### src/rtl/qtg_pkg.sv
// Shared types, constants, microcode and helper functions of the quintic trajectory generator.
package qtg_pkg;

  // Fixed-point format and datapath widths
  localparam int FRAC_BITS = 16;
  localparam int W_W       = 48;
  localparam int ACC_W     = 56;
  localparam int D_W       = 31;
  localparam int NUM_W     = W_W + FRAC_BITS;
  localparam int MUL_CHUNK = 16;
  localparam int MUL_STEPS = W_W / MUL_CHUNK;
  localparam int PC_W      = 6;
  localparam int SLOT_W    = 5;
  localparam int K_W       = 8;

  localparam logic signed [W_W-1:0] W_MAX = {1'b0, {(W_W-1){1'b1}}};
  localparam logic signed [W_W-1:0] W_MIN = {1'b1, {(W_W-1){1'b0}}};
  localparam logic signed [W_W-1:0] V_MAX = {{(W_W-31){1'b0}}, {31{1'b1}}};
  localparam logic signed [W_W-1:0] V_MIN = {{(W_W-31){1'b1}}, {31{1'b0}}};

  // Status codes
  localparam logic [1:0] STAT_OK      = 2'd0;
  localparam logic [1:0] STAT_INVALID = 2'd1;
  localparam logic [1:0] STAT_SAT     = 2'd2;

  // Special modes
  localparam logic [2:0] MODE_ZERO = 3'd6;
  localparam logic [2:0] MODE_BAD  = 3'd7;

  // Configuration register indexes
  localparam logic [2:0] CFG_P0  = 3'd0;
  localparam logic [2:0] CFG_V0  = 3'd1;
  localparam logic [2:0] CFG_A0  = 3'd2;
  localparam logic [2:0] CFG_PF  = 3'd3;
  localparam logic [2:0] CFG_VF  = 3'd4;
  localparam logic [2:0] CFG_AF  = 3'd5;
  localparam logic [2:0] CFG_DUR = 3'd6;

  // Microcode operations
  localparam logic [2:0] OP_MAC  = 3'd0;
  localparam logic [2:0] OP_SAT  = 3'd1;
  localparam logic [2:0] OP_HALF = 3'd2;
  localparam logic [2:0] OP_MUL  = 3'd3;
  localparam logic [2:0] OP_DIV  = 3'd4;
  localparam logic [2:0] OP_END  = 3'd5;

  // Operand and destination slots
  localparam logic [SLOT_W-1:0] SL_P0 = 5'd0;
  localparam logic [SLOT_W-1:0] SL_V0 = 5'd1;
  localparam logic [SLOT_W-1:0] SL_A0 = 5'd2;
  localparam logic [SLOT_W-1:0] SL_PF = 5'd3;
  localparam logic [SLOT_W-1:0] SL_VF = 5'd4;
  localparam logic [SLOT_W-1:0] SL_AF = 5'd5;
  localparam logic [SLOT_W-1:0] SL_T  = 5'd6;
  localparam logic [SLOT_W-1:0] SL_T2 = 5'd7;
  localparam logic [SLOT_W-1:0] SL_D0 = 5'd8;
  localparam logic [SLOT_W-1:0] SL_D1 = 5'd9;
  localparam logic [SLOT_W-1:0] SL_D2 = 5'd10;
  localparam logic [SLOT_W-1:0] SL_E1 = 5'd11;
  localparam logic [SLOT_W-1:0] SL_E2 = 5'd12;
  localparam logic [SLOT_W-1:0] SL_H  = 5'd13;
  localparam logic [SLOT_W-1:0] SL_N  = 5'd14;
  localparam logic [SLOT_W-1:0] SL_C0 = 5'd15;
  localparam logic [SLOT_W-1:0] SL_C1 = 5'd16;
  localparam logic [SLOT_W-1:0] SL_C2 = 5'd17;
  localparam logic [SLOT_W-1:0] SL_C3 = 5'd18;
  localparam logic [SLOT_W-1:0] SL_C4 = 5'd19;
  localparam logic [SLOT_W-1:0] SL_C5 = 5'd20;

  typedef struct packed {
    logic signed [31:0] sample_time;
    logic [2:0]         mode;
  } qtg_in_t;

  typedef struct packed {
    logic signed [31:0] value;
    logic [1:0]         status;
  } qtg_out_t;

  // Result of a multi-cycle arithmetic unit
  typedef struct packed {
    logic                  done;
    logic                  ovf;
    logic signed [W_W-1:0] value;
  } qtg_res_t;

  typedef struct packed {
    logic [2:0]            op;
    logic [SLOT_W-1:0]     src_a;
    logic [SLOT_W-1:0]     src_b;
    logic signed [K_W-1:0] k;
    logic                  clr;
    logic [SLOT_W-1:0]     dst;
  } qtg_uop_t;

  function automatic qtg_uop_t qtg_mk(input logic [2:0] op, input logic [SLOT_W-1:0] a,
                                      input logic [SLOT_W-1:0] b, input int k,
                                      input logic clr, input logic [SLOT_W-1:0] dst);
    qtg_uop_t u;
    u.op    = op;
    u.src_a = a;
    u.src_b = b;
    u.k     = K_W'(k);
    u.clr   = clr;
    u.dst   = dst;
    return u;
  endfunction

  // Boundary solve program
  function automatic qtg_uop_t qtg_uop(input logic [PC_W-1:0] pc);
    qtg_uop_t u;
    case (pc)
      6'd0:  u = qtg_mk(OP_MUL,  SL_T,  SL_T,  0,   1'b0, SL_T2);
      6'd1:  u = qtg_mk(OP_MUL,  SL_V0, SL_T,  0,   1'b0, SL_H);
      6'd2:  u = qtg_mk(OP_MAC,  SL_PF, SL_T,  1,   1'b1, SL_H);
      6'd3:  u = qtg_mk(OP_MAC,  SL_P0, SL_T,  -1,  1'b0, SL_H);
      6'd4:  u = qtg_mk(OP_SAT,  SL_T,  SL_T,  0,   1'b0, SL_D0);
      6'd5:  u = qtg_mk(OP_MAC,  SL_D0, SL_T,  1,   1'b1, SL_H);
      6'd6:  u = qtg_mk(OP_MAC,  SL_H,  SL_T,  -1,  1'b0, SL_H);
      6'd7:  u = qtg_mk(OP_SAT,  SL_T,  SL_T,  0,   1'b0, SL_D0);
      6'd8:  u = qtg_mk(OP_MUL,  SL_A0, SL_T2, 0,   1'b0, SL_H);
      6'd9:  u = qtg_mk(OP_HALF, SL_H,  SL_T,  0,   1'b0, SL_H);
      6'd10: u = qtg_mk(OP_MAC,  SL_D0, SL_T,  1,   1'b1, SL_H);
      6'd11: u = qtg_mk(OP_MAC,  SL_H,  SL_T,  -1,  1'b0, SL_H);
      6'd12: u = qtg_mk(OP_SAT,  SL_T,  SL_T,  0,   1'b0, SL_D0);
      6'd13: u = qtg_mk(OP_MUL,  SL_A0, SL_T,  0,   1'b0, SL_H);
      6'd14: u = qtg_mk(OP_MAC,  SL_VF, SL_T,  1,   1'b1, SL_H);
      6'd15: u = qtg_mk(OP_MAC,  SL_V0, SL_T,  -1,  1'b0, SL_H);
      6'd16: u = qtg_mk(OP_MAC,  SL_H,  SL_T,  -1,  1'b0, SL_H);
      6'd17: u = qtg_mk(OP_SAT,  SL_T,  SL_T,  0,   1'b0, SL_D1);
      6'd18: u = qtg_mk(OP_MAC,  SL_AF, SL_T,  1,   1'b1, SL_H);
      6'd19: u = qtg_mk(OP_MAC,  SL_A0, SL_T,  -1,  1'b0, SL_H);
      6'd20: u = qtg_mk(OP_SAT,  SL_T,  SL_T,  0,   1'b0, SL_D2);
      6'd21: u = qtg_mk(OP_MUL,  SL_D1, SL_T,  0,   1'b0, SL_E1);
      6'd22: u = qtg_mk(OP_MUL,  SL_D2, SL_T2, 0,   1'b0, SL_E2);
      6'd23: u = qtg_mk(OP_HALF, SL_E2, SL_T,  0,   1'b0, SL_H);
      6'd24: u = qtg_mk(OP_MAC,  SL_D0, SL_T,  10,  1'b1, SL_H);
      6'd25: u = qtg_mk(OP_MAC,  SL_E1, SL_T,  -4,  1'b0, SL_H);
      6'd26: u = qtg_mk(OP_MAC,  SL_H,  SL_T,  1,   1'b0, SL_H);
      6'd27: u = qtg_mk(OP_SAT,  SL_T,  SL_T,  0,   1'b0, SL_N);
      6'd28: u = qtg_mk(OP_DIV,  SL_N,  SL_T,  0,   1'b0, SL_N);
      6'd29: u = qtg_mk(OP_DIV,  SL_N,  SL_T,  0,   1'b0, SL_N);
      6'd30: u = qtg_mk(OP_DIV,  SL_N,  SL_T,  0,   1'b0, SL_C3);
      6'd31: u = qtg_mk(OP_MAC,  SL_D0, SL_T,  -15, 1'b1, SL_H);
      6'd32: u = qtg_mk(OP_MAC,  SL_E1, SL_T,  7,   1'b0, SL_H);
      6'd33: u = qtg_mk(OP_MAC,  SL_E2, SL_T,  -1,  1'b0, SL_H);
      6'd34: u = qtg_mk(OP_SAT,  SL_T,  SL_T,  0,   1'b0, SL_N);
      6'd35: u = qtg_mk(OP_DIV,  SL_N,  SL_T,  0,   1'b0, SL_N);
      6'd36: u = qtg_mk(OP_DIV,  SL_N,  SL_T,  0,   1'b0, SL_N);
      6'd37: u = qtg_mk(OP_DIV,  SL_N,  SL_T,  0,   1'b0, SL_N);
      6'd38: u = qtg_mk(OP_DIV,  SL_N,  SL_T,  0,   1'b0, SL_C4);
      6'd39: u = qtg_mk(OP_MAC,  SL_D0, SL_T,  6,   1'b1, SL_H);
      6'd40: u = qtg_mk(OP_MAC,  SL_E1, SL_T,  -3,  1'b0, SL_H);
      6'd41: u = qtg_mk(OP_MAC,  SL_H,  SL_T,  1,   1'b0, SL_H);
      6'd42: u = qtg_mk(OP_SAT,  SL_T,  SL_T,  0,   1'b0, SL_N);
      6'd43: u = qtg_mk(OP_DIV,  SL_N,  SL_T,  0,   1'b0, SL_N);
      6'd44: u = qtg_mk(OP_DIV,  SL_N,  SL_T,  0,   1'b0, SL_N);
      6'd45: u = qtg_mk(OP_DIV,  SL_N,  SL_T,  0,   1'b0, SL_N);
      6'd46: u = qtg_mk(OP_DIV,  SL_N,  SL_T,  0,   1'b0, SL_N);
      6'd47: u = qtg_mk(OP_DIV,  SL_N,  SL_T,  0,   1'b0, SL_C5);
      6'd48: u = qtg_mk(OP_MAC,  SL_P0, SL_T,  1,   1'b1, SL_H);
      6'd49: u = qtg_mk(OP_SAT,  SL_T,  SL_T,  0,   1'b0, SL_C0);
      6'd50: u = qtg_mk(OP_MAC,  SL_V0, SL_T,  1,   1'b1, SL_H);
      6'd51: u = qtg_mk(OP_SAT,  SL_T,  SL_T,  0,   1'b0, SL_C1);
      6'd52: u = qtg_mk(OP_HALF, SL_A0, SL_T,  0,   1'b0, SL_C2);
      default: u = qtg_mk(OP_END, SL_T, SL_T,  0,   1'b0, SL_H);
    endcase
    return u;
  endfunction

  // Falling factorial i!/(i-k)! for the derivative weights
  function automatic logic [K_W-1:0] qtg_fall(input logic [2:0] i, input logic [2:0] k);
    logic [K_W-1:0] r;
    case ({i, k})
      6'o00, 6'o10, 6'o20, 6'o30, 6'o40, 6'o50: r = 8'd1;
      6'o11: r = 8'd1;
      6'o21: r = 8'd2;
      6'o22: r = 8'd2;
      6'o31: r = 8'd3;
      6'o32: r = 8'd6;
      6'o33: r = 8'd6;
      6'o41: r = 8'd4;
      6'o42: r = 8'd12;
      6'o43: r = 8'd24;
      6'o44: r = 8'd24;
      6'o51: r = 8'd5;
      6'o52: r = 8'd20;
      6'o53: r = 8'd60;
      6'o54: r = 8'd120;
      6'o55: r = 8'd120;
      default: r = 8'd0;
    endcase
    return r;
  endfunction

  // Halve, rounding half away from zero
  function automatic logic signed [W_W-1:0] qtg_half(input logic signed [W_W-1:0] x);
    logic [W_W-1:0] m;
    m = x[W_W-1] ? -x : x;
    m = (m + W_W'(1)) >> 1;
    return x[W_W-1] ? -m : m;
  endfunction

  function automatic logic qtg_ovf(input logic signed [ACC_W-1:0] x);
    return (x > ACC_W'(W_MAX)) || (x < ACC_W'(W_MIN));
  endfunction

  // Clamp a wide sum to the working range
  function automatic logic signed [W_W-1:0] qtg_sat(input logic signed [ACC_W-1:0] x);
    logic signed [W_W-1:0] r;
    if (x > ACC_W'(W_MAX)) begin
      r = W_MAX;
    end else if (x < ACC_W'(W_MIN)) begin
      r = W_MIN;
    end else begin
      r = x[W_W-1:0];
    end
    return r;
  endfunction

endpackage

### src/rtl/qtg_mul.sv
// Sequential fixed-point multiplier: one 48x16 partial product per cycle, then round and clamp.
module qtg_mul (
  input  logic                           clk,
  input  logic                           rst_n,
  input  logic                           start,
  input  logic signed [qtg_pkg::W_W-1:0] a,
  input  logic signed [qtg_pkg::W_W-1:0] b,
  output qtg_pkg::qtg_res_t              res
);
  import qtg_pkg::*;

  localparam int MW    = 2 * W_W;
  localparam int CNT_W = $clog2(MUL_STEPS + 1);
  localparam logic [MW-1:0] RND = MW'(1) << (FRAC_BITS - 1);

  logic [W_W-1:0]           ua_r, ub_r;
  logic                     neg_r;
  logic [MW-1:0]            prod_r;
  logic [CNT_W-1:0]         cnt_r;
  logic                     run_r;
  logic                     done_r;
  logic                     ovf_r;
  logic signed [W_W-1:0]    value_r;
  logic [W_W+MUL_CHUNK-1:0] part;
  logic [MW-1:0]            rnd, lim;

  assign part = ua_r * ub_r[W_W-1 -: MUL_CHUNK];
  assign rnd  = (prod_r + RND) >> FRAC_BITS;
  assign lim  = neg_r ? MW'(W_MAX) + MW'(1) : MW'(W_MAX);
  assign res  = qtg_res_t'({done_r, ovf_r, value_r});

  // Control: run for the partial products, then a rounding step
  always_ff @(posedge clk) begin
    if (!rst_n) begin
      run_r  <= 1'b0;
      cnt_r  <= '0;
      done_r <= 1'b0;
    end else begin
      done_r <= 1'b0;
      if (start) begin
        run_r <= 1'b1;
        cnt_r <= '0;
      end else if (run_r) begin
        if (cnt_r == CNT_W'(MUL_STEPS)) begin
          run_r  <= 1'b0;
          done_r <= 1'b1;
        end else begin
          cnt_r <= cnt_r + CNT_W'(1);
        end
      end
    end
  end

  // Datapath: latch magnitudes, shift-accumulate, round and clamp
  always_ff @(posedge clk) begin
    if (start) begin
      ua_r   <= a[W_W-1] ? -a : a;
      ub_r   <= b[W_W-1] ? -b : b;
      neg_r  <= a[W_W-1] ^ b[W_W-1];
      prod_r <= '0;
    end else if (run_r) begin
      if (cnt_r == CNT_W'(MUL_STEPS)) begin
        if (rnd > lim) begin
          ovf_r   <= 1'b1;
          value_r <= neg_r ? -lim[W_W-1:0] : lim[W_W-1:0];
        end else begin
          ovf_r   <= 1'b0;
          value_r <= neg_r ? -rnd[W_W-1:0] : rnd[W_W-1:0];
        end
      end else begin
        prod_r <= {prod_r[MW-MUL_CHUNK-1:0], {MUL_CHUNK{1'b0}}} + MW'(part);
        ub_r   <= ub_r << MUL_CHUNK;
      end
    end
  end

endmodule

### config.mk
export PLATFORM = sky130hd
export DESIGN_NAME = qtg_mul
export DESIGN_NICKNAME = d
export VERILOG_FILES = /design/src/rtl/qtg_pkg.sv /design/src/rtl/qtg_mul.sv
export SDC_FILE = /design/constraint.sdc
export NUM_CORES = 2
export LEC_CHECK = 0
export ABC_AREA = 1
export ABC_CLOCK_PERIOD_IN_PS = 18100
export BUFFER_PORTS_ARGS = -buffer_cell sky130_fd_sc_hd__buf_2
export CAP_MARGIN = 20
export CORE_MARGIN = 1
export CORE_UTILIZATION = 43
export DETAILED_ROUTE_END_ITERATION = 10
export PLACE_DENSITY_LB_ADDON = 0.3
export SETUP_SLACK_MARGIN = 0.02
export SLEW_MARGIN = 25
export SYNTH_ARGS = -nofsm -noshare
export SYNTH_HDL_FRONTEND = slang
export SYNTH_SLANG_ARGS = --single-unit
### constraint.sdc
create_clock -name clk -period 18.1 [get_ports clk]
set_clock_uncertainty 0.05 [all_clocks]
set_input_delay 0 -clock clk [delete_from_list [all_inputs] [get_ports clk]]
set_output_delay 0 -clock clk [all_outputs]
set_load 0.1 [all_outputs]
==> key figures <==
Route
  • Via count: about 42k
  • WL final: 155800 um
  • Residual DRC: 0
  • Routed WL per cell: 19.48 um
  • Vias/cell: between 5 and 6
  • Drt initial violations: 4368
  • Antenna Nets Post-Route: 0
  • Drt pass-1 iters: 6

Place
  • Pre-CTS setup slack: 11.00 ns
  • GP Congestion: 1.030
  • Buffers added on ports: 148
  • Dpl hpwl: 127400 um
  • Dpl cell area: 0.04705 mm^2

Synth
  • Top cells by area, synth: fa_1 (30%), nand2_1 (15%), inv_1 (13%)
  • Top cell type by total area after synthesis: fa_1
  • Post-synthesis cell count: roughly 6.5k
  • Yosys synthesis warning count: 0
  • Sequential share of the synthesized area: 14.10%
  • Main synth FF type: edfxtp_1
  • Post-synth EDFFs: around 150
  • Post-Synthesis Cell Area: 0.04530 mm^2
  • Async SR Flop Fraction: 0%
  • #FFs+latches synth: 246
  • Post-synthesis mux area share: 0%
  • XOR/XNOR share of the synthesized area: 2.533%
  • Compound-Gate Fraction of Synth Area: ~6.6%
  • Post-Syn Nets: 7485
  • Top cell type's share of synthesized area: 30.49%
  • Synth Area in Simple Gates: 25.38%
  • Largest family of logic cells by synthesized area: adder cells
  • Synth Area in Adders: ~36%
  • Netlist cell types: 44
  • Syn avg cell area: 6.979 um^2

Hold path
  • Worst hold start: b[47]
  • Hold Path Depth: 2
  • HP Class: input port to flop
  • WHS Endpoint: neg_r

Layout
  • Most common cell after layout, fill and taps aside: nand2_1
  • Fill cells: 10.52k
  • Share of cells above drive strength 1: about 4.4%
  • Diodes inserted: 0
  • Nets@finish: 7586
  • Most frequent cells in the layout: nand2_1 (1825), inv_1 (1566), fa_1 (690)
  • Core Util, Final: 47.67%
  • Final instance area: 0.04955 mm^2
  • P&R area growth vs syn: 9.374%

Global route
  • First-pass GRT wire length: roughly 250000 um
  • Met2 usage: 45.86%
  • Busiest grt layer: met2
  • Met1 Resource Use GR: between 40% and 50%
  • Grt ovf: 0
  • Tot GR Track Use: 29.81%
  • Met3 Use GR: about 4.4%
  • Largest net degree at the start of global routing: 76
  • Initial antenna violation count: 1
  • Vias in the first global route: 41.65k

Setup path
  • Most frequent CP cell: fa_1
  • R2r endpoint: prod_r[93]
  • Slowest CP cell: o21ai_0
  • Arr. time, crit path: approximately 7.8 ns
  • Worst setup EP type: flop
  • Crit path max-delay family: adder cells
  • Crit path largest cell delay: 0.74 ns
  • CP Launch Type: flop
  • Worst Path Required: 18.53 ns
  • Worst path cell trace: buf_4, nand2_1, fa_1, inv_1, fa_1, fa_1, fa_1, inv_1, fa_1, fa_1, inv_1, ha_1, nand2_1, o21ai_0, a21oi_1, o21ai_0, a21oi_1, inv_1, nand2_1, nand4_1, nand3_1, nand2_1, inv_1
  • Max Fanout on Critical Path: 48
  • Critical R2R Launch: ub_r[44]
  • Worst reg2reg path depth: 23
  • R2R Setup Slk: 10.70 ns
  • Crit path depth: 23
  • Setup CP Type: flop to flop
  • Bufs and invs on worst path: 6

CTS
  • H-tree levels: 2
  • Clk pin slew, worst setup/hold paths: roughly 0.060 ns
  • Max Root-Sink Buffers: 3
  • TritonCTS buffer count: 35
  • TritonCTS clock tree: built
  • Skew-Pair Late Insertion Delay: 0.63 ns
  • Post-CTS Hold Fix Bufs: 129
  • Post-cts sizing count: 0
  • Clk root buf: clkbuf_16
  • Setup repair bufs after CTS: 0
  • CTS Sinks: around 250

STA
  • Least-Margin Pin Slew: 0.9942 ns
  • Fin Setup TNS: 0 ns
  • Final Cycle Share: around 41%
  • # setup viols final: 0
  • RSZ-0062 raised after global routing: no
  • Tmin final: around 7.4 ns
  • Final worst slack: roughly 11 ns
  • Max Clock Freq: 135.2 MHz
  • Final Hold Viols: 0
  • Max Slew Vio Count: 0
  • Worst rel slew slack: 33.11%

Outcome
  • Outcome: finished, final reports clean

Job
  • Total of max-cap violations: 0

Floorplanning
  • Initial core utilization: 43.58%
  • Die height: 326.6 um
  • Die W: ~330 um
  • Row Count: 118
  • CORE AREA: 0.1039 mm^2
  • Die area: 0.1067 mm^2
  • Ports: roughly 150
==> state kept, by name, summed over array words and instances, names as in the netlist <==
signal   cells
done_r       1
ub_r        48
neg_r        1
ua_r        48
ovf_r        1
run_r        1
value_r     48
cnt_r        2
prod_r      96
==> cells by family (layout without fill, tap and decap cells) <==
family                   after synthesis  in the layout
AND/OR/NAND/NOR                     2825           2825
buffers and inverters               1819           1946
adder cells (fa/ha/maj)              895            895
AO/OA/AOI/OAI                        575            575
flip-flops                           246            246
XOR/XNOR                             131            131
==> per-layer routing <==
metal	routed length (um)	vias up
met1	68350	20395
met2	68080	1799
met3	13460	263
met5	0	-
li1	-	19459
met4	5899	0
==> cell usage after synthesis (all sizes together) (3+ instances only) <==
library cell     n
a31oi           16
edfxtp         146
o21a             4
nand3          240
fa             690
a21o             7
buf             24
xnor2           27
and3             3
nand2         1833
clkbuf         221
o211ai           6
or2              9
nor3            65
nand3b          18
inv           1572
a21oi          268
dfxtp          100
a21boi           6
o21bai           8
nor4            24
nand4           63
xor2           104
o22ai           10
ha             205
o31ai            3
o21ai          246
nor2           567
==> through the flow <==
step           instances  hold slack [ns]
2_1_floorplan       6491          0.04887
3_3_place_gp        7805           0.1873
3_5_place_dp        7805           0.1901
4_1_cts             7997          0.05081
5_1_grt             7998           0.1194
6_report            7998          0.07166
==> how the worst max path moves through the flow <==
stage                         from          to
final                     ub_r[44]  prod_r[93]
after global routing      ub_r[44]  prod_r[93]
after CTS                 ub_r[44]  prod_r[93]
after detailed placement  ub_r[44]  prod_r[93]
after global placement    ub_r[38]  prod_r[93]
after floorplan           ub_r[44]  prod_r[91]
==> worst reg2reg max path, stage by stage (launching register included) <==
cell and delay [ns]:
edfxtp_1 0.32, buf_4 0.51, nand2_1 0.28, fa_1 0.58
inv_1 0.05, fa_1 0.48, fa_1 0.52, fa_1 0.55
inv_1 0.06, fa_1 0.51, fa_1 0.55, inv_1 0.05
ha_1 0.64, nand2_1 0.18, o21ai_0 0.32, a21oi_1 0.11
o21ai_0 0.74, a21oi_1 0.33, inv_1 0.12, nand2_1 0.08
nand4_1 0.08, nand3_1 0.09, nand2_1 0.08, inv_1 0.04
==> layout make-up <==
cell class / instances / area [um^2] / share of cell area [%]
multi-input combinational: 4426 / 32050 / 64.69
sequential: 246 / 6386 / 12.89
clock inverter: 22 / 232.7 / 0.4697
tap: 1380 / 1727 / 3.485
clock buffer: 41 / 950.9 / 1.919
timing repair buffer: 309 / 2291 / 4.624
inverter: 1574 / 5908 / 11.92
Power is left out: the tool's default activity adds up to more than one toggle a clock period on the data nets, which glitch-free logic cannot reach.
