[config.mk]
export PLATFORM = sky130hd
export DESIGN_NAME = qtg_div
export DESIGN_NICKNAME = d
export VERILOG_FILES = /design/src/rtl/qtg_pkg.sv /design/src/rtl/qtg_div.sv
export SDC_FILE = /design/constraint.sdc
export NUM_CORES = 1
export LEC_CHECK = 0
export ABC_CLOCK_PERIOD_IN_PS = 6490
export BUFFER_PORTS_ARGS = -buffer_cell sky130_fd_sc_hd__buf_2
export CAP_MARGIN = 20
export CORE_AREA = 2 2 181 183
export CTS_CLUSTER_DIAMETER = 120
export DETAILED_ROUTE_END_ITERATION = 12
export DIE_AREA = 0 0 183 185
export PLACE_DENSITY = 0.65
export SYNTH_ARGS = -nofsm -noshare
export SYNTH_HDL_FRONTEND = slang
export SYNTH_SLANG_ARGS = --single-unit
export TNS_END_PERCENT = 50
[constraint.sdc]
create_clock -name clk -period 6.49 [get_ports clk]
set_input_delay 0.649 -clock clk [delete_from_list [all_inputs] [get_ports clk]]
set_output_delay 0.649 -clock clk [all_outputs]
set_load 0.02 [all_outputs]
[src/rtl/qtg_pkg.sv]
// Shared types, constants, microcode and helper functions of the quintic trajectory generator.
package qtg_pkg;

  // Fixed-point format and datapath widths
  localparam int FRAC_BITS = 16;
  localparam int W_W       = 48;
  localparam int ACC_W     = 56;
  localparam int D_W       = 31;
  localparam int NUM_W     = W_W + FRAC_BITS;
  localparam int MUL_CHUNK = 16;
  localparam int MUL_STEPS = W_W / MUL_CHUNK;
  localparam int PC_W      = 6;
  localparam int SLOT_W    = 5;
  localparam int K_W       = 8;

  localparam logic signed [W_W-1:0] W_MAX = {1'b0, {(W_W-1){1'b1}}};
  localparam logic signed [W_W-1:0] W_MIN = {1'b1, {(W_W-1){1'b0}}};
  localparam logic signed [W_W-1:0] V_MAX = {{(W_W-31){1'b0}}, {31{1'b1}}};
  localparam logic signed [W_W-1:0] V_MIN = {{(W_W-31){1'b1}}, {31{1'b0}}};

  // Status codes
  localparam logic [1:0] STAT_OK      = 2'd0;
  localparam logic [1:0] STAT_INVALID = 2'd1;
  localparam logic [1:0] STAT_SAT     = 2'd2;

  // Special modes
  localparam logic [2:0] MODE_ZERO = 3'd6;
  localparam logic [2:0] MODE_BAD  = 3'd7;

  // Configuration register indexes
  localparam logic [2:0] CFG_P0  = 3'd0;
  localparam logic [2:0] CFG_V0  = 3'd1;
  localparam logic [2:0] CFG_A0  = 3'd2;
  localparam logic [2:0] CFG_PF  = 3'd3;
  localparam logic [2:0] CFG_VF  = 3'd4;
  localparam logic [2:0] CFG_AF  = 3'd5;
  localparam logic [2:0] CFG_DUR = 3'd6;

  // Microcode operations
  localparam logic [2:0] OP_MAC  = 3'd0;
  localparam logic [2:0] OP_SAT  = 3'd1;
  localparam logic [2:0] OP_HALF = 3'd2;
  localparam logic [2:0] OP_MUL  = 3'd3;
  localparam logic [2:0] OP_DIV  = 3'd4;
  localparam logic [2:0] OP_END  = 3'd5;

  // Operand and destination slots
  localparam logic [SLOT_W-1:0] SL_P0 = 5'd0;
  localparam logic [SLOT_W-1:0] SL_V0 = 5'd1;
  localparam logic [SLOT_W-1:0] SL_A0 = 5'd2;
  localparam logic [SLOT_W-1:0] SL_PF = 5'd3;
  localparam logic [SLOT_W-1:0] SL_VF = 5'd4;
  localparam logic [SLOT_W-1:0] SL_AF = 5'd5;
  localparam logic [SLOT_W-1:0] SL_T  = 5'd6;
  localparam logic [SLOT_W-1:0] SL_T2 = 5'd7;
  localparam logic [SLOT_W-1:0] SL_D0 = 5'd8;
  localparam logic [SLOT_W-1:0] SL_D1 = 5'd9;
  localparam logic [SLOT_W-1:0] SL_D2 = 5'd10;
  localparam logic [SLOT_W-1:0] SL_E1 = 5'd11;
  localparam logic [SLOT_W-1:0] SL_E2 = 5'd12;
  localparam logic [SLOT_W-1:0] SL_H  = 5'd13;
  localparam logic [SLOT_W-1:0] SL_N  = 5'd14;
  localparam logic [SLOT_W-1:0] SL_C0 = 5'd15;
  localparam logic [SLOT_W-1:0] SL_C1 = 5'd16;
  localparam logic [SLOT_W-1:0] SL_C2 = 5'd17;
  localparam logic [SLOT_W-1:0] SL_C3 = 5'd18;
  localparam logic [SLOT_W-1:0] SL_C4 = 5'd19;
  localparam logic [SLOT_W-1:0] SL_C5 = 5'd20;

  typedef struct packed {
    logic signed [31:0] sample_time;
    logic [2:0]         mode;
  } qtg_in_t;

  typedef struct packed {
    logic signed [31:0] value;
    logic [1:0]         status;
  } qtg_out_t;

  // Result of a multi-cycle arithmetic unit
  typedef struct packed {
    logic                  done;
    logic                  ovf;
    logic signed [W_W-1:0] value;
  } qtg_res_t;

  typedef struct packed {
    logic [2:0]            op;
    logic [SLOT_W-1:0]     src_a;
    logic [SLOT_W-1:0]     src_b;
    logic signed [K_W-1:0] k;
    logic                  clr;
    logic [SLOT_W-1:0]     dst;
  } qtg_uop_t;

  function automatic qtg_uop_t qtg_mk(input logic [2:0] op, input logic [SLOT_W-1:0] a,
                                      input logic [SLOT_W-1:0] b, input int k,
                                      input logic clr, input logic [SLOT_W-1:0] dst);
    qtg_uop_t u;
    u.op    = op;
    u.src_a = a;
    u.src_b = b;
    u.k     = K_W'(k);
    u.clr   = clr;
    u.dst   = dst;
    return u;
  endfunction

  // Boundary solve program
  function automatic qtg_uop_t qtg_uop(input logic [PC_W-1:0] pc);
    qtg_uop_t u;
    case (pc)
      6'd0:  u = qtg_mk(OP_MUL,  SL_T,  SL_T,  0,   1'b0, SL_T2);
      6'd1:  u = qtg_mk(OP_MUL,  SL_V0, SL_T,  0,   1'b0, SL_H);
      6'd2:  u = qtg_mk(OP_MAC,  SL_PF, SL_T,  1,   1'b1, SL_H);
      6'd3:  u = qtg_mk(OP_MAC,  SL_P0, SL_T,  -1,  1'b0, SL_H);
      6'd4:  u = qtg_mk(OP_SAT,  SL_T,  SL_T,  0,   1'b0, SL_D0);
      6'd5:  u = qtg_mk(OP_MAC,  SL_D0, SL_T,  1,   1'b1, SL_H);
      6'd6:  u = qtg_mk(OP_MAC,  SL_H,  SL_T,  -1,  1'b0, SL_H);
      6'd7:  u = qtg_mk(OP_SAT,  SL_T,  SL_T,  0,   1'b0, SL_D0);
      6'd8:  u = qtg_mk(OP_MUL,  SL_A0, SL_T2, 0,   1'b0, SL_H);
      6'd9:  u = qtg_mk(OP_HALF, SL_H,  SL_T,  0,   1'b0, SL_H);
      6'd10: u = qtg_mk(OP_MAC,  SL_D0, SL_T,  1,   1'b1, SL_H);
      6'd11: u = qtg_mk(OP_MAC,  SL_H,  SL_T,  -1,  1'b0, SL_H);
      6'd12: u = qtg_mk(OP_SAT,  SL_T,  SL_T,  0,   1'b0, SL_D0);
      6'd13: u = qtg_mk(OP_MUL,  SL_A0, SL_T,  0,   1'b0, SL_H);
      6'd14: u = qtg_mk(OP_MAC,  SL_VF, SL_T,  1,   1'b1, SL_H);
      6'd15: u = qtg_mk(OP_MAC,  SL_V0, SL_T,  -1,  1'b0, SL_H);
      6'd16: u = qtg_mk(OP_MAC,  SL_H,  SL_T,  -1,  1'b0, SL_H);
      6'd17: u = qtg_mk(OP_SAT,  SL_T,  SL_T,  0,   1'b0, SL_D1);
      6'd18: u = qtg_mk(OP_MAC,  SL_AF, SL_T,  1,   1'b1, SL_H);
      6'd19: u = qtg_mk(OP_MAC,  SL_A0, SL_T,  -1,  1'b0, SL_H);
      6'd20: u = qtg_mk(OP_SAT,  SL_T,  SL_T,  0,   1'b0, SL_D2);
      6'd21: u = qtg_mk(OP_MUL,  SL_D1, SL_T,  0,   1'b0, SL_E1);
      6'd22: u = qtg_mk(OP_MUL,  SL_D2, SL_T2, 0,   1'b0, SL_E2);
      6'd23: u = qtg_mk(OP_HALF, SL_E2, SL_T,  0,   1'b0, SL_H);
      6'd24: u = qtg_mk(OP_MAC,  SL_D0, SL_T,  10,  1'b1, SL_H);
      6'd25: u = qtg_mk(OP_MAC,  SL_E1, SL_T,  -4,  1'b0, SL_H);
      6'd26: u = qtg_mk(OP_MAC,  SL_H,  SL_T,  1,   1'b0, SL_H);
      6'd27: u = qtg_mk(OP_SAT,  SL_T,  SL_T,  0,   1'b0, SL_N);
      6'd28: u = qtg_mk(OP_DIV,  SL_N,  SL_T,  0,   1'b0, SL_N);
      6'd29: u = qtg_mk(OP_DIV,  SL_N,  SL_T,  0,   1'b0, SL_N);
      6'd30: u = qtg_mk(OP_DIV,  SL_N,  SL_T,  0,   1'b0, SL_C3);
      6'd31: u = qtg_mk(OP_MAC,  SL_D0, SL_T,  -15, 1'b1, SL_H);
      6'd32: u = qtg_mk(OP_MAC,  SL_E1, SL_T,  7,   1'b0, SL_H);
      6'd33: u = qtg_mk(OP_MAC,  SL_E2, SL_T,  -1,  1'b0, SL_H);
      6'd34: u = qtg_mk(OP_SAT,  SL_T,  SL_T,  0,   1'b0, SL_N);
      6'd35: u = qtg_mk(OP_DIV,  SL_N,  SL_T,  0,   1'b0, SL_N);
      6'd36: u = qtg_mk(OP_DIV,  SL_N,  SL_T,  0,   1'b0, SL_N);
      6'd37: u = qtg_mk(OP_DIV,  SL_N,  SL_T,  0,   1'b0, SL_N);
      6'd38: u = qtg_mk(OP_DIV,  SL_N,  SL_T,  0,   1'b0, SL_C4);
      6'd39: u = qtg_mk(OP_MAC,  SL_D0, SL_T,  6,   1'b1, SL_H);
      6'd40: u = qtg_mk(OP_MAC,  SL_E1, SL_T,  -3,  1'b0, SL_H);
      6'd41: u = qtg_mk(OP_MAC,  SL_H,  SL_T,  1,   1'b0, SL_H);
      6'd42: u = qtg_mk(OP_SAT,  SL_T,  SL_T,  0,   1'b0, SL_N);
      6'd43: u = qtg_mk(OP_DIV,  SL_N,  SL_T,  0,   1'b0, SL_N);
      6'd44: u = qtg_mk(OP_DIV,  SL_N,  SL_T,  0,   1'b0, SL_N);
      6'd45: u = qtg_mk(OP_DIV,  SL_N,  SL_T,  0,   1'b0, SL_N);
      6'd46: u = qtg_mk(OP_DIV,  SL_N,  SL_T,  0,   1'b0, SL_N);
      6'd47: u = qtg_mk(OP_DIV,  SL_N,  SL_T,  0,   1'b0, SL_C5);
      6'd48: u = qtg_mk(OP_MAC,  SL_P0, SL_T,  1,   1'b1, SL_H);
      6'd49: u = qtg_mk(OP_SAT,  SL_T,  SL_T,  0,   1'b0, SL_C0);
      6'd50: u = qtg_mk(OP_MAC,  SL_V0, SL_T,  1,   1'b1, SL_H);
      6'd51: u = qtg_mk(OP_SAT,  SL_T,  SL_T,  0,   1'b0, SL_C1);
      6'd52: u = qtg_mk(OP_HALF, SL_A0, SL_T,  0,   1'b0, SL_C2);
      default: u = qtg_mk(OP_END, SL_T, SL_T,  0,   1'b0, SL_H);
    endcase
    return u;
  endfunction

  // Falling factorial i!/(i-k)! for the derivative weights
  function automatic logic [K_W-1:0] qtg_fall(input logic [2:0] i, input logic [2:0] k);
    logic [K_W-1:0] r;
    case ({i, k})
      6'o00, 6'o10, 6'o20, 6'o30, 6'o40, 6'o50: r = 8'd1;
      6'o11: r = 8'd1;
      6'o21: r = 8'd2;
      6'o22: r = 8'd2;
      6'o31: r = 8'd3;
      6'o32: r = 8'd6;
      6'o33: r = 8'd6;
      6'o41: r = 8'd4;
      6'o42: r = 8'd12;
      6'o43: r = 8'd24;
      6'o44: r = 8'd24;
      6'o51: r = 8'd5;
      6'o52: r = 8'd20;
      6'o53: r = 8'd60;
      6'o54: r = 8'd120;
      6'o55: r = 8'd120;
      default: r = 8'd0;
    endcase
    return r;
  endfunction

  // Halve, rounding half away from zero
  function automatic logic signed [W_W-1:0] qtg_half(input logic signed [W_W-1:0] x);
    logic [W_W-1:0] m;
    m = x[W_W-1] ? -x : x;
    m = (m + W_W'(1)) >> 1;
    return x[W_W-1] ? -m : m;
  endfunction

  function automatic logic qtg_ovf(input logic signed [ACC_W-1:0] x);
    return (x > ACC_W'(W_MAX)) || (x < ACC_W'(W_MIN));
  endfunction

  // Clamp a wide sum to the working range
  function automatic logic signed [W_W-1:0] qtg_sat(input logic signed [ACC_W-1:0] x);
    logic signed [W_W-1:0] r;
    if (x > ACC_W'(W_MAX)) begin
      r = W_MAX;
    end else if (x < ACC_W'(W_MIN)) begin
      r = W_MIN;
    end else begin
      r = x[W_W-1:0];
    end
    return r;
  endfunction

endpackage

[src/rtl/qtg_div.sv]
// Restoring fixed-point divider by the duration: one quotient bit per cycle, then round and clamp.
module qtg_div (
  input  logic                           clk,
  input  logic                           rst_n,
  input  logic                           start,
  input  logic signed [qtg_pkg::W_W-1:0] a,
  input  logic [qtg_pkg::D_W-1:0]        d,
  output qtg_pkg::qtg_res_t              res
);
  import qtg_pkg::*;

  localparam int CNT_W = $clog2(NUM_W + 1);

  logic [NUM_W-1:0]      num_r;
  logic [D_W-1:0]        rem_r, d_r;
  logic                  neg_r;
  logic [CNT_W-1:0]      cnt_r;
  logic                  run_r;
  logic                  done_r;
  logic                  ovf_r;
  logic signed [W_W-1:0] value_r;
  logic [D_W:0]          rem_sh;
  logic                  ge, rnd_up;
  logic [NUM_W:0]        q, lim;
  logic [W_W-1:0]        ua;

  assign ua     = a[W_W-1] ? -a : a;
  assign rem_sh = {rem_r, num_r[NUM_W-1]};
  assign ge     = rem_sh >= {1'b0, d_r};
  assign rnd_up = {rem_r, 1'b0} >= {1'b0, d_r};
  assign q      = {1'b0, num_r} + (NUM_W+1)'(rnd_up);
  assign lim    = neg_r ? (NUM_W+1)'(W_MAX) + (NUM_W+1)'(1) : (NUM_W+1)'(W_MAX);
  assign res    = qtg_res_t'({done_r, ovf_r, value_r});

  // Control: one bit per cycle, then the rounding step
  always_ff @(posedge clk) begin
    if (!rst_n) begin
      run_r  <= 1'b0;
      cnt_r  <= '0;
      done_r <= 1'b0;
    end else begin
      done_r <= 1'b0;
      if (start) begin
        run_r <= 1'b1;
        cnt_r <= '0;
      end else if (run_r) begin
        if (cnt_r == CNT_W'(NUM_W)) begin
          run_r  <= 1'b0;
          done_r <= 1'b1;
        end else begin
          cnt_r <= cnt_r + CNT_W'(1);
        end
      end
    end
  end

  // Datapath: numerator shifts out as quotient bits shift in
  always_ff @(posedge clk) begin
    if (start) begin
      num_r <= {ua, {FRAC_BITS{1'b0}}};
      rem_r <= '0;
      d_r   <= d;
      neg_r <= a[W_W-1];
    end else if (run_r) begin
      if (cnt_r == CNT_W'(NUM_W)) begin
        if (q > lim) begin
          ovf_r   <= 1'b1;
          value_r <= neg_r ? -lim[W_W-1:0] : lim[W_W-1:0];
        end else begin
          ovf_r   <= 1'b0;
          value_r <= neg_r ? -q[W_W-1:0] : q[W_W-1:0];
        end
      end else begin
        num_r <= {num_r[NUM_W-2:0], ge};
        rem_r <= ge ? D_W'(rem_sh - {1'b0, d_r}) : rem_sh[D_W-1:0];
      end
    end
  end

endmodule

==> results.toml, run 1 <==
[sta]
finalCritPeriodShare = 0.9421
timing.fmax_ghz = 0.1636
setup_viol = 0
finalMaxSlewViolations = 0
final-hold-violation-count = 0
fin_crit_ns = 6.114
slew_headroom = 0.2889
finalClockSkew_ns = 0.01417
holdWs_ns = 0.3608
worst_pin_slew_ns = 1.067

[clock_network]
cts_hold_buffers = 0
cts_buffers = 17
cts_tree = "built"
clock_path_buffers = 2
clock_latency_ns = 0.46
path_clk_slew_ns = 0.07
clk_root_buffer_cell = "clkbuf_16"
cts.htree.levels = 4
cts.sink_count = 185

[finish]
final_common_cell = "nand2_1"
most-common-layout-cells = "nand2_1 (226), nor2_1 (132), buf_2 (130), edfxtp_1 (129), o21ai_0 (96)"
final_area_mm2 = 0.01596
synthToLayoutAreaGrowth_pct = 12.50
drive_gt1_frac = 0.1306
fillers = 3072
nets = 1947
instances_no_fill = 2202

[worst_setup_path]
worstSetupPathType = "register to register"
cp_top_family = "compound AO/OA/AOI/OAI gates"
cp.arrival_ns = 6.39
cpMaxStageDelayCell = "or4_1"
max_stage_delay_ns = 0.61
crit_fanout = 7
cp.required_ns = 6.76
path_buf_inv = 3
start_kind = "register"
endpoint_kind = "register"

[placed_design]
place_area_mm2 = 0.01527
dpl.cell_count = 2166
dpl.hpwl_um = 26750
place.gp.congestion = 0.9235
io_buffers = 131

[synth]
synth_warnings = 0
synth-seq-cells = 185
avgSynthCellArea_um2 = 8.412
syn-num-nets = 1854
syn_area_mm2 = 0.01418
syn_inst = 1686
ys_types = 78
ys_seq_area_frac = 0.3522
synth-async-reset-ratio = 0
synth_edf_count = 129
synthFlopType = "edfxtp_1"

[route]
dr.first_iter.drc_count = 933
wl_um = 36670
viasPerCell = 5.800
first_pass_iters = 5
vias = 12770
post-route-drc-count = 0
routedWlPerCell_um = 16.65
ant_nets = 0

[global_route]
grt_max_degree = 111
grt_overflow = 0
grt_pass1_wl_um = 59870
grt_pass1_vias = 11820
antenna_found_initial = 4
gr-usage-all-layers = 0.2172

[worst_hold_path]
holdCritPathClass = "input pin to register"

[floorplan]
start_util = 0.4426
dieArea_mm2 = 0.03386
row_count = 66
dieHeight_um = 185
io_pins = 132
fp.dieW_um = 183
core_area_mm2 = 0.03204

[job]
max_cap_viol_count = 0

[power]
ir_drop_mv = 0.1992
total_leakage_power_nw = 6.283
p_per_area_mw_per_mm2 = 213.6

[status]
status = "complete, no violations"
-- where the power goes --
| part | internal [W] | switching, W | total (W) | leakage, nW |
|---|---|---|---|---|
| logic | 0.000353 | 0.000518 | 0.000871 | 4.26 |
| clock network | 0.000619 | 0.000486 | 0.00111 | 0.304 |
| registers | 0.00135 | 0.0000830 | 0.00143 | 1.72 |
-- through the flow --
stage                     setup TNS, ns  power [W]    util  setup WS [ns]
after floorplan                       0   0.002059       -         0.3750
after global placement                0   0.002294  0.4767         0.3236
after CTS                             0   0.003414  0.4957         0.1280
after detailed placement              0   0.002311  0.4767         0.1716
final                                 0   0.003408  0.4980         0.3761
after global routing            -0.3706   0.003586  0.4978       -0.09767
-- final cells by class --
cell class	instances	area, um^2	share of cell area
multi-input cells	1329	8568	0.5370
flip-flops and latches	185	4995	0.3130
repair buffers	167	970.9	0.06085
well taps	408	510.5	0.03200
clock buffers	21	483.0	0.03027
inverters	79	296.5	0.01859
clock inverters	11	126.4	0.007920
diodes	2	5.005	0.0003137
-- state kept, by name (all words and copies together), names as in the netlist --
name and cells:
num_r 64, value_r 48, d_r 31, rem_r 31
cnt_r 7, done_r 1, neg_r 1, ovf_r 1
run_r 1
-- worst paths after layout --
path / startpoint / end / depth (start not counted) / slack, ns
max: d_r[17] / value_r[35] / 26 / 0.38
min: d[26] / d_r[26] / 1 / 0.36
min reg2reg: num_r[0] / num_r[1] / 2 / 0.48
max reg2reg: d_r[17] / value_r[35] / 26 / 0.38
-- routing by layer --
metal,vias to the layer above,GRT usage,wire length [um]
li1,6438,-,-
met1,5950,0.3035,18020
met2,331,0.3415,16120
met3,49,0.03854,1781
met4,4,0.06944,734
met5,-,0,21
-- synthesized netlist by cell type, types with 7 or more instances --
cell type / instances / area share
o21bai_1: 9 / 0.0048
nor2b_1: 8 / 0.0035
and2_1: 8 / 0.0035
nand2_1: 226 / 0.060
clkbuf_1: 72 / 0.019
mux2i_1: 23 / 0.016
a21oi_1: 94 / 0.033
nor3_1: 49 / 0.017
o31ai_1: 21 / 0.011
nand3b_1: 7 / 0.0037
a311oi_1: 22 / 0.014
o211ai_1: 9 / 0.0048
dfxtp_1: 56 / 0.079
o41ai_1: 7 / 0.0043
xor2_1: 36 / 0.022
o21ai_0: 97 / 0.034
o22ai_1: 33 / 0.015
or3_1: 23 / 0.010
a31oi_1: 13 / 0.0057
buf_2: 7 / 0.0025
nand4_1: 40 / 0.018
and4_1: 13 / 0.0080
inv_1: 79 / 0.021
and3_1: 16 / 0.0071
or4_1: 17 / 0.0090
buf_1: 10 / 0.0026
a211oi_1: 15 / 0.0079
edfxtp_1: 129 / 0.27
nand3_1: 58 / 0.020
a21o_1: 25 / 0.013
mux2_2: 7 / 0.0056
ha_1: 85 / 0.075
xnor2_1: 91 / 0.056
nor4_1: 32 / 0.014
o21a_1: 16 / 0.0085
or2_2: 9 / 0.0040
nor2_1: 134 / 0.035
nand2b_1: 7 / 0.0031
a22o_1: 8 / 0.0049
-- cell families after synthesis --
| kind of cell | share of synthesized area |
|---|---|
| AO/OA/AOI/OAI | 0.1956 |
| XOR/XNOR | 0.07843 |
| adder cells (fa/ha/maj) | 0.07640 |
| buffers and inverters | 0.04729 |
| flip-flops | 0.3522 |
| multiplexers | 0.02179 |
| AND/OR/NAND/NOR | 0.2283 |
-- what timing repair did --
| item | 4_1_cts | 5_1_grt |
|---|---|---|
| resized for setup | 0 | 8 |
| setup endpoints to repair | 0 | 49 |
| buffers inserted | 0 | 1 |
No activity file was read; power rests on OpenSTA's default activity.
==> inputs of run 2 (changes only) <==
==> constraint.sdc (replaced) <==
create_clock -name clk -period 6.49 [get_ports clk]
set_input_delay 0.3245 -clock clk [delete_from_list [all_inputs] [get_ports clk]]
set_output_delay 0.3245 -clock clk [all_outputs]
set_load 0.02 [all_outputs]
==> run 2 against run 1 <==
  * Routed wire length fell by 1.2%
  * Setup slack better by 0.14 ns
  * Global-route usage decreased by 0.11 points
  * Register-to-register slack improved by 0.14 ns
  * Critical path type unchanged
  * Critical endpoint is now value_r[40]
  * Highest routed layer unchanged
==> results.toml, run 2 (synthesis gave the netlist of run 1 again) <==
[global_route]
gr-usage-all-layers = 0.2162
grt_pass1_wl_um = 59600
grt_pass1_vias = 11770
grt_max_degree = 168
antenna_found_initial = 4
grt_overflow = 0

[sta]
fin_crit_ns = 5.970
setup_tns_ns = 0
worst_pin_slew_ns = 1.155
holdWs_ns = 0.03892
setup_viol = 0
rsz0062_at_grt = "false"
timing.fmax_ghz = 0.1675
finalClockSkew_ns = 0.01588
finalCritPeriodShare = 0.9199
slew_headroom = 0.2274
final-hold-violation-count = 0
finalMaxSlewViolations = 0

[finish]
drive_gt1_frac = 0.1316
fillers = 3111
final_common_cell = "nand2_1"
reg.largest.list = "num_r: 64 flops, value_r: 48 flops"
synthToLayoutAreaGrowth_pct = 12.23
largest_register = "num_r"
most-common-layout-cells = "nand2_1 (226), nor2_1 (132), buf_2 (130), edfxtp_1 (129), o21ai_0 (96)"
seqCellArea_mm2 = 0.004995
multi_input_area_mm2 = 0.008572
largest_reg_flops = 64
final_util = 0.4968
nets = 1948
final_area_mm2 = 0.01592

[route]
ant_nets = 0
vias = 12760
first_pass_iters = 5
post-route-drc-count = 0
dr.first_iter.drc_count = 955
wl_um = 36210
routedWlPerCell_um = 16.43
viasPerCell = 5.791

[clock_network]
cts_hold_buffers = 0
cts.sink_count = 185
cts_tree = "built"
clock_latency_ns = 0.46
path_clk_slew_ns = 0.07
clk_root_buffer_cell = "clkbuf_16"
clock_path_buffers = 2
cts.htree.levels = 4
cts_buffers = 17

[worst_setup_path]
crit_start = "d_r[25]"
reg2reg_from = "d_r[25]"
worstSetupPathType = "register to register"
crit_fanout = 9
start_kind = "register"
cp.required_ns = 6.74
endpoint_kind = "register"
cp.arrival_ns = 6.22

[power]
total_leakage_power_nw = 6.248
power.total_w = 0.003287
p_per_area_mw_per_mm2 = 206.5
ir_drop_mv = 0.2323

[floorplan]
io_pins = 132
row_count = 66
fp.dieW_um = 183
dieArea_mm2 = 0.03386
dieHeight_um = 185
core_area_mm2 = 0.03204
start_util = 0.4426

[job]
max_cap_viol_count = 0

[placed_design]
place.gp.congestion = 0.9204
dpl.hpwl_um = 26480
place_area_mm2 = 0.01528
io_buffers = 131

[worst_hold_path]
min-delay-start = "d[21]"
holdCritPathClass = "input pin to register"

[status]
status = "complete, no violations"
[run 2: worst paths after layout]
| path | end | slack (ns) | cells after the start |
|---|---|---|---|
| setup / recovery | value_r[40] | 0.52 | 21 |
| hold / removal | d_r[21] | 0.04 | 1 |
| setup reg to reg | value_r[40] | 0.52 | 21 |
| hold reg to reg | rem_r[7] | 0.48 | 2 |
[run 2: cell type report]
type / count / share of cell area
diodes: 3 / 0.0004717
clock buffers: 18 / 0.02696
clock inverters: 14 / 0.007232
inverters: 79 / 0.01863
multi-input cells: 1329 / 0.5386
flip-flops and latches: 185 / 0.3138
well taps: 408 / 0.03207
repair buffers: 168 / 0.06226
[run 2: timing repair]
action	4_1_cts	5_1_grt
endpoints found under the setup margin	0	49
buffers inserted	0	3
gates resized for setup	0	9
[run 2: stage by stage]
| step | setup WS (ns) | cells |
|---|---|---|
| 2_1_floorplan | 0.3750 | 1686 |
| 3_3_place_gp | 0.3453 | 2165 |
| 3_5_place_dp | 0.2187 | 2165 |
| 4_1_cts | 0.1923 | 2197 |
| 5_1_grt | 0.03222 | 2202 |
| 6_report | 0.5196 | 2204 |
[run 2: per-layer routing]
layer	part of all wire	global-route usage	wire length, um
met5	0.00019	0	7
met4	0.024	0.07680	887
met3	0.053	0.04345	1937
met2	0.44	0.3344	15770
met1	0.49	0.3002	17610
[run 2: power breakdown]
part | leakage, nW | internal [W] | total [W] | switching [W]
Sequential | 1.72 | 0.00135 | 0.00143 | 0.0000824
Combinational | 4.27 | 0.000354 | 0.000872 | 0.000518
Clock | 0.259 | 0.000499 | 0.000984 | 0.000486
Total | 6.25 | 0.00220 | 0.00329 | 0.00109
[run 2: worst max-delay path, stage by stage (launching register included)]
cell,delay [ns]
edfxtp_1,0.37
inv_1,0.07
ha_1,0.27
a21oi_1,0.29
nor2_1,0.11
o21a_1,0.18
nor2_1,0.16
a21boi_0,0.26
o21a_1,0.24
nand2_1,0.13
ha_2,0.24
ha_2,0.23
nand4_1,0.15
buf_4,0.19
nor2_1,0.06
xnor2_1,0.36
inv_1,0.17
or4b_4,0.60
or4b_1,0.60
or3_1,0.50
o211a_1,0.26
nor4_1,0.32
==> inputs of run 3 (changes only) <==
- BUFFER_PORTS_ARGS: -buffer_cell sky130_fd_sc_hd__buf_2 -> unset
- DONT_BUFFER_PORTS: unset -> 1
- PLACE_DENSITY: 0.65 -> unset
==> run 3 against run 2 <==
  * Routed wire length up 2.2%
  * Core utilization down 0.69 points
  * Global-route usage up 0.35 points
  * Clock-buffer cell count up 1
  * Clock skew up 0.0031 ns
  * Hold slack better by 0.037 ns
  * Combinational power down 3.4%
  * Die area unchanged
  * Sequential share of layout area up 0.44 points
  * Largest cell class unchanged
  * Highest routed layer is now met4
==> results.toml, run 3 (synthesis gave the netlist of run 1 again) <==
[finish]
most-common-layout-cells = "nand2_1 (226), nor2_1 (132), edfxtp_1 (129), o21ai_0 (96), a21oi_1 (94)"
fillers = 3123
diodes = 0
synthToLayoutAreaGrowth_pct = 10.67
final_area_mm2 = 0.01570
largest_register = "num_r"
drive_gt1_frac = 0.06714
final_common_cell = "nand2_1"
reg.largest.list = "num_r: 64 flops, value_r: 48 flops"
largest_reg_flops = 64
nets = 1853

[placed_design]
place_area_mm2 = 0.01464
place.gp.congestion = 0.8799
io_buffers = 0
dpl.hpwl_um = 27010

[clock_network]
cts.sink_count = 185
path_clk_slew_ns = 0.07
clock_latency_ns = 0.46
clock_path_buffers = 2
cts_buffers = 17
clk_root_buffer_cell = "clkbuf_16"
cts.htree.levels = 4
cts_tree = "built"

[global_route]
gr-usage-all-layers = 0.2197
grt_pass1_wl_um = 60000
antenna_found_initial = 0
grt_max_degree = 112
grt_pass1_vias = 11430
grt_overflow = 0

[floorplan]
fp.dieW_um = 183
dieHeight_um = 185
io_pins = 132
row_count = 66
core_area_mm2 = 0.03204
start_util = 0.4426
dieArea_mm2 = 0.03386

[route]
post-route-drc-count = 0
ant_nets = 0
viasPerCell = 5.907
wl_um = 36990
first_pass_iters = 5
routedWlPerCell_um = 17.57
dr.first_iter.drc_count = 898
vias = 12440

[worst_hold_path]
min-delay-start = "a[0]"
holdCritPathClass = "input pin to register"

[sta]
finalClockSkew_ns = 0.01900
slew_headroom = 0.3574
setup_viol = 0
finalMaxSlewViolations = 0
final-hold-violation-count = 0
worst_pin_slew_ns = 0.9616
fin_crit_ns = 6.085
timing.fmax_ghz = 0.1643
setup_tns_ns = 0
finalCritPeriodShare = 0.9375

[power]
seqPwrFrac = 0.427
p_per_area_mw_per_mm2 = 213.1
total_leakage_power_nw = 5.923
combPwrFrac = 0.252
p_int_w = 0.002280
power.total_w = 0.003345
swShare = 0.3184
ir_drop_mv = 0.2914
power.switching_w = 0.001065
power_frac_clock = 0.321

[status]
status = "complete, no violations"

[worst_setup_path]
cp.arrival_ns = 6.33
endpoint_kind = "register"
start_kind = "register"
worstSetupPathType = "register to register"
cp.required_ns = 6.73
reg2reg_from = "d_r[17]"
crit_fanout = 7
crit_start = "d_r[17]"

[job]
max_cap_viol_count = 0
run 3: critical path, cell delays in order (launching register included):
cell      delay, ns
edfxtp_1       0.33
inv_1          0.04
ha_1           0.36
a21o_1         0.17
a21o_1         0.12
a21oi_1        0.06
o211ai_1       0.25
a21boi_0       0.16
o21a_1         0.21
nand2_1        0.09
ha_2           0.27
nand3_2        0.10
or4_4          0.61
buf_4          0.19
nor3_1         0.23
xnor2_1        0.25
inv_1          0.21
or3_1          0.47
or4b_1         0.59
or3_1          0.53
o211a_1        0.28
nor4_2         0.35
run 3: area by class of cell:
type | count | area (um^2) | area share
clock buffer | 19 | 432.9 | 0.02758
clock inverter | 13 | 161.4 | 0.01028
inverter | 79 | 296.5 | 0.01889
multi-input combinational | 1329 | 8616 | 0.5489
sequential | 185 | 4995 | 0.3182
tap | 408 | 510.5 | 0.03253
timing repair buffer | 73 | 683.2 | 0.04353
run 3: path summary, 6_finish.rpt:
path                                     to  slack (ns)  depth (start not counted)
worst min-delay path              num_r[16]        0.08                          2
worst max-delay path            value_r[40]        0.41                         21
worst min register to register    rem_r[30]        0.48                          2
worst max register to register  value_r[40]        0.41                         21
run 3: through the flow:
step                hold WS, ns  worst slack [ns]  std cells  utilization
floorplan                0.4234            0.3750       1686            -
global placement         0.4100            0.1834       2037       0.4569
detailed placement       0.4193            0.1121       2037       0.4569
CTS                    0.009566           0.07219       2103       0.4866
global route            0.01582         -0.002367       2106       0.4898
finish                  0.07607            0.4054       2106       0.4898
run 3: routing by layer:
metal	vias to the layer above	GRT usage	share of wire
li1	6248	-	-
met1	5838	0.2939	0.47
met2	304	0.3602	0.46
met3	51	0.04149	0.044
met4	0	0.06816	0.024
met5	-	0	0
run 3: what timing repair did:
action                                  CTS  global route
resized for setup                         0            16
endpoints found under the hold margin   106             0
buffers inserted                          0             3
hold buffers                             34             0
endpoints found under the setup margin    0            49
run 3: power groups by stage:
stage	clock network, W	registers (W)	logic, W
2_1_floorplan	0	0.00142	0.000637
3_3_place_gp	0	0.00145	0.000793
3_5_place_dp	0	0.00145	0.000806
4_1_cts	0.00110	0.00143	0.000837
5_1_grt	0.00114	0.00144	0.000946
6_report	0.00107	0.00143	0.000842
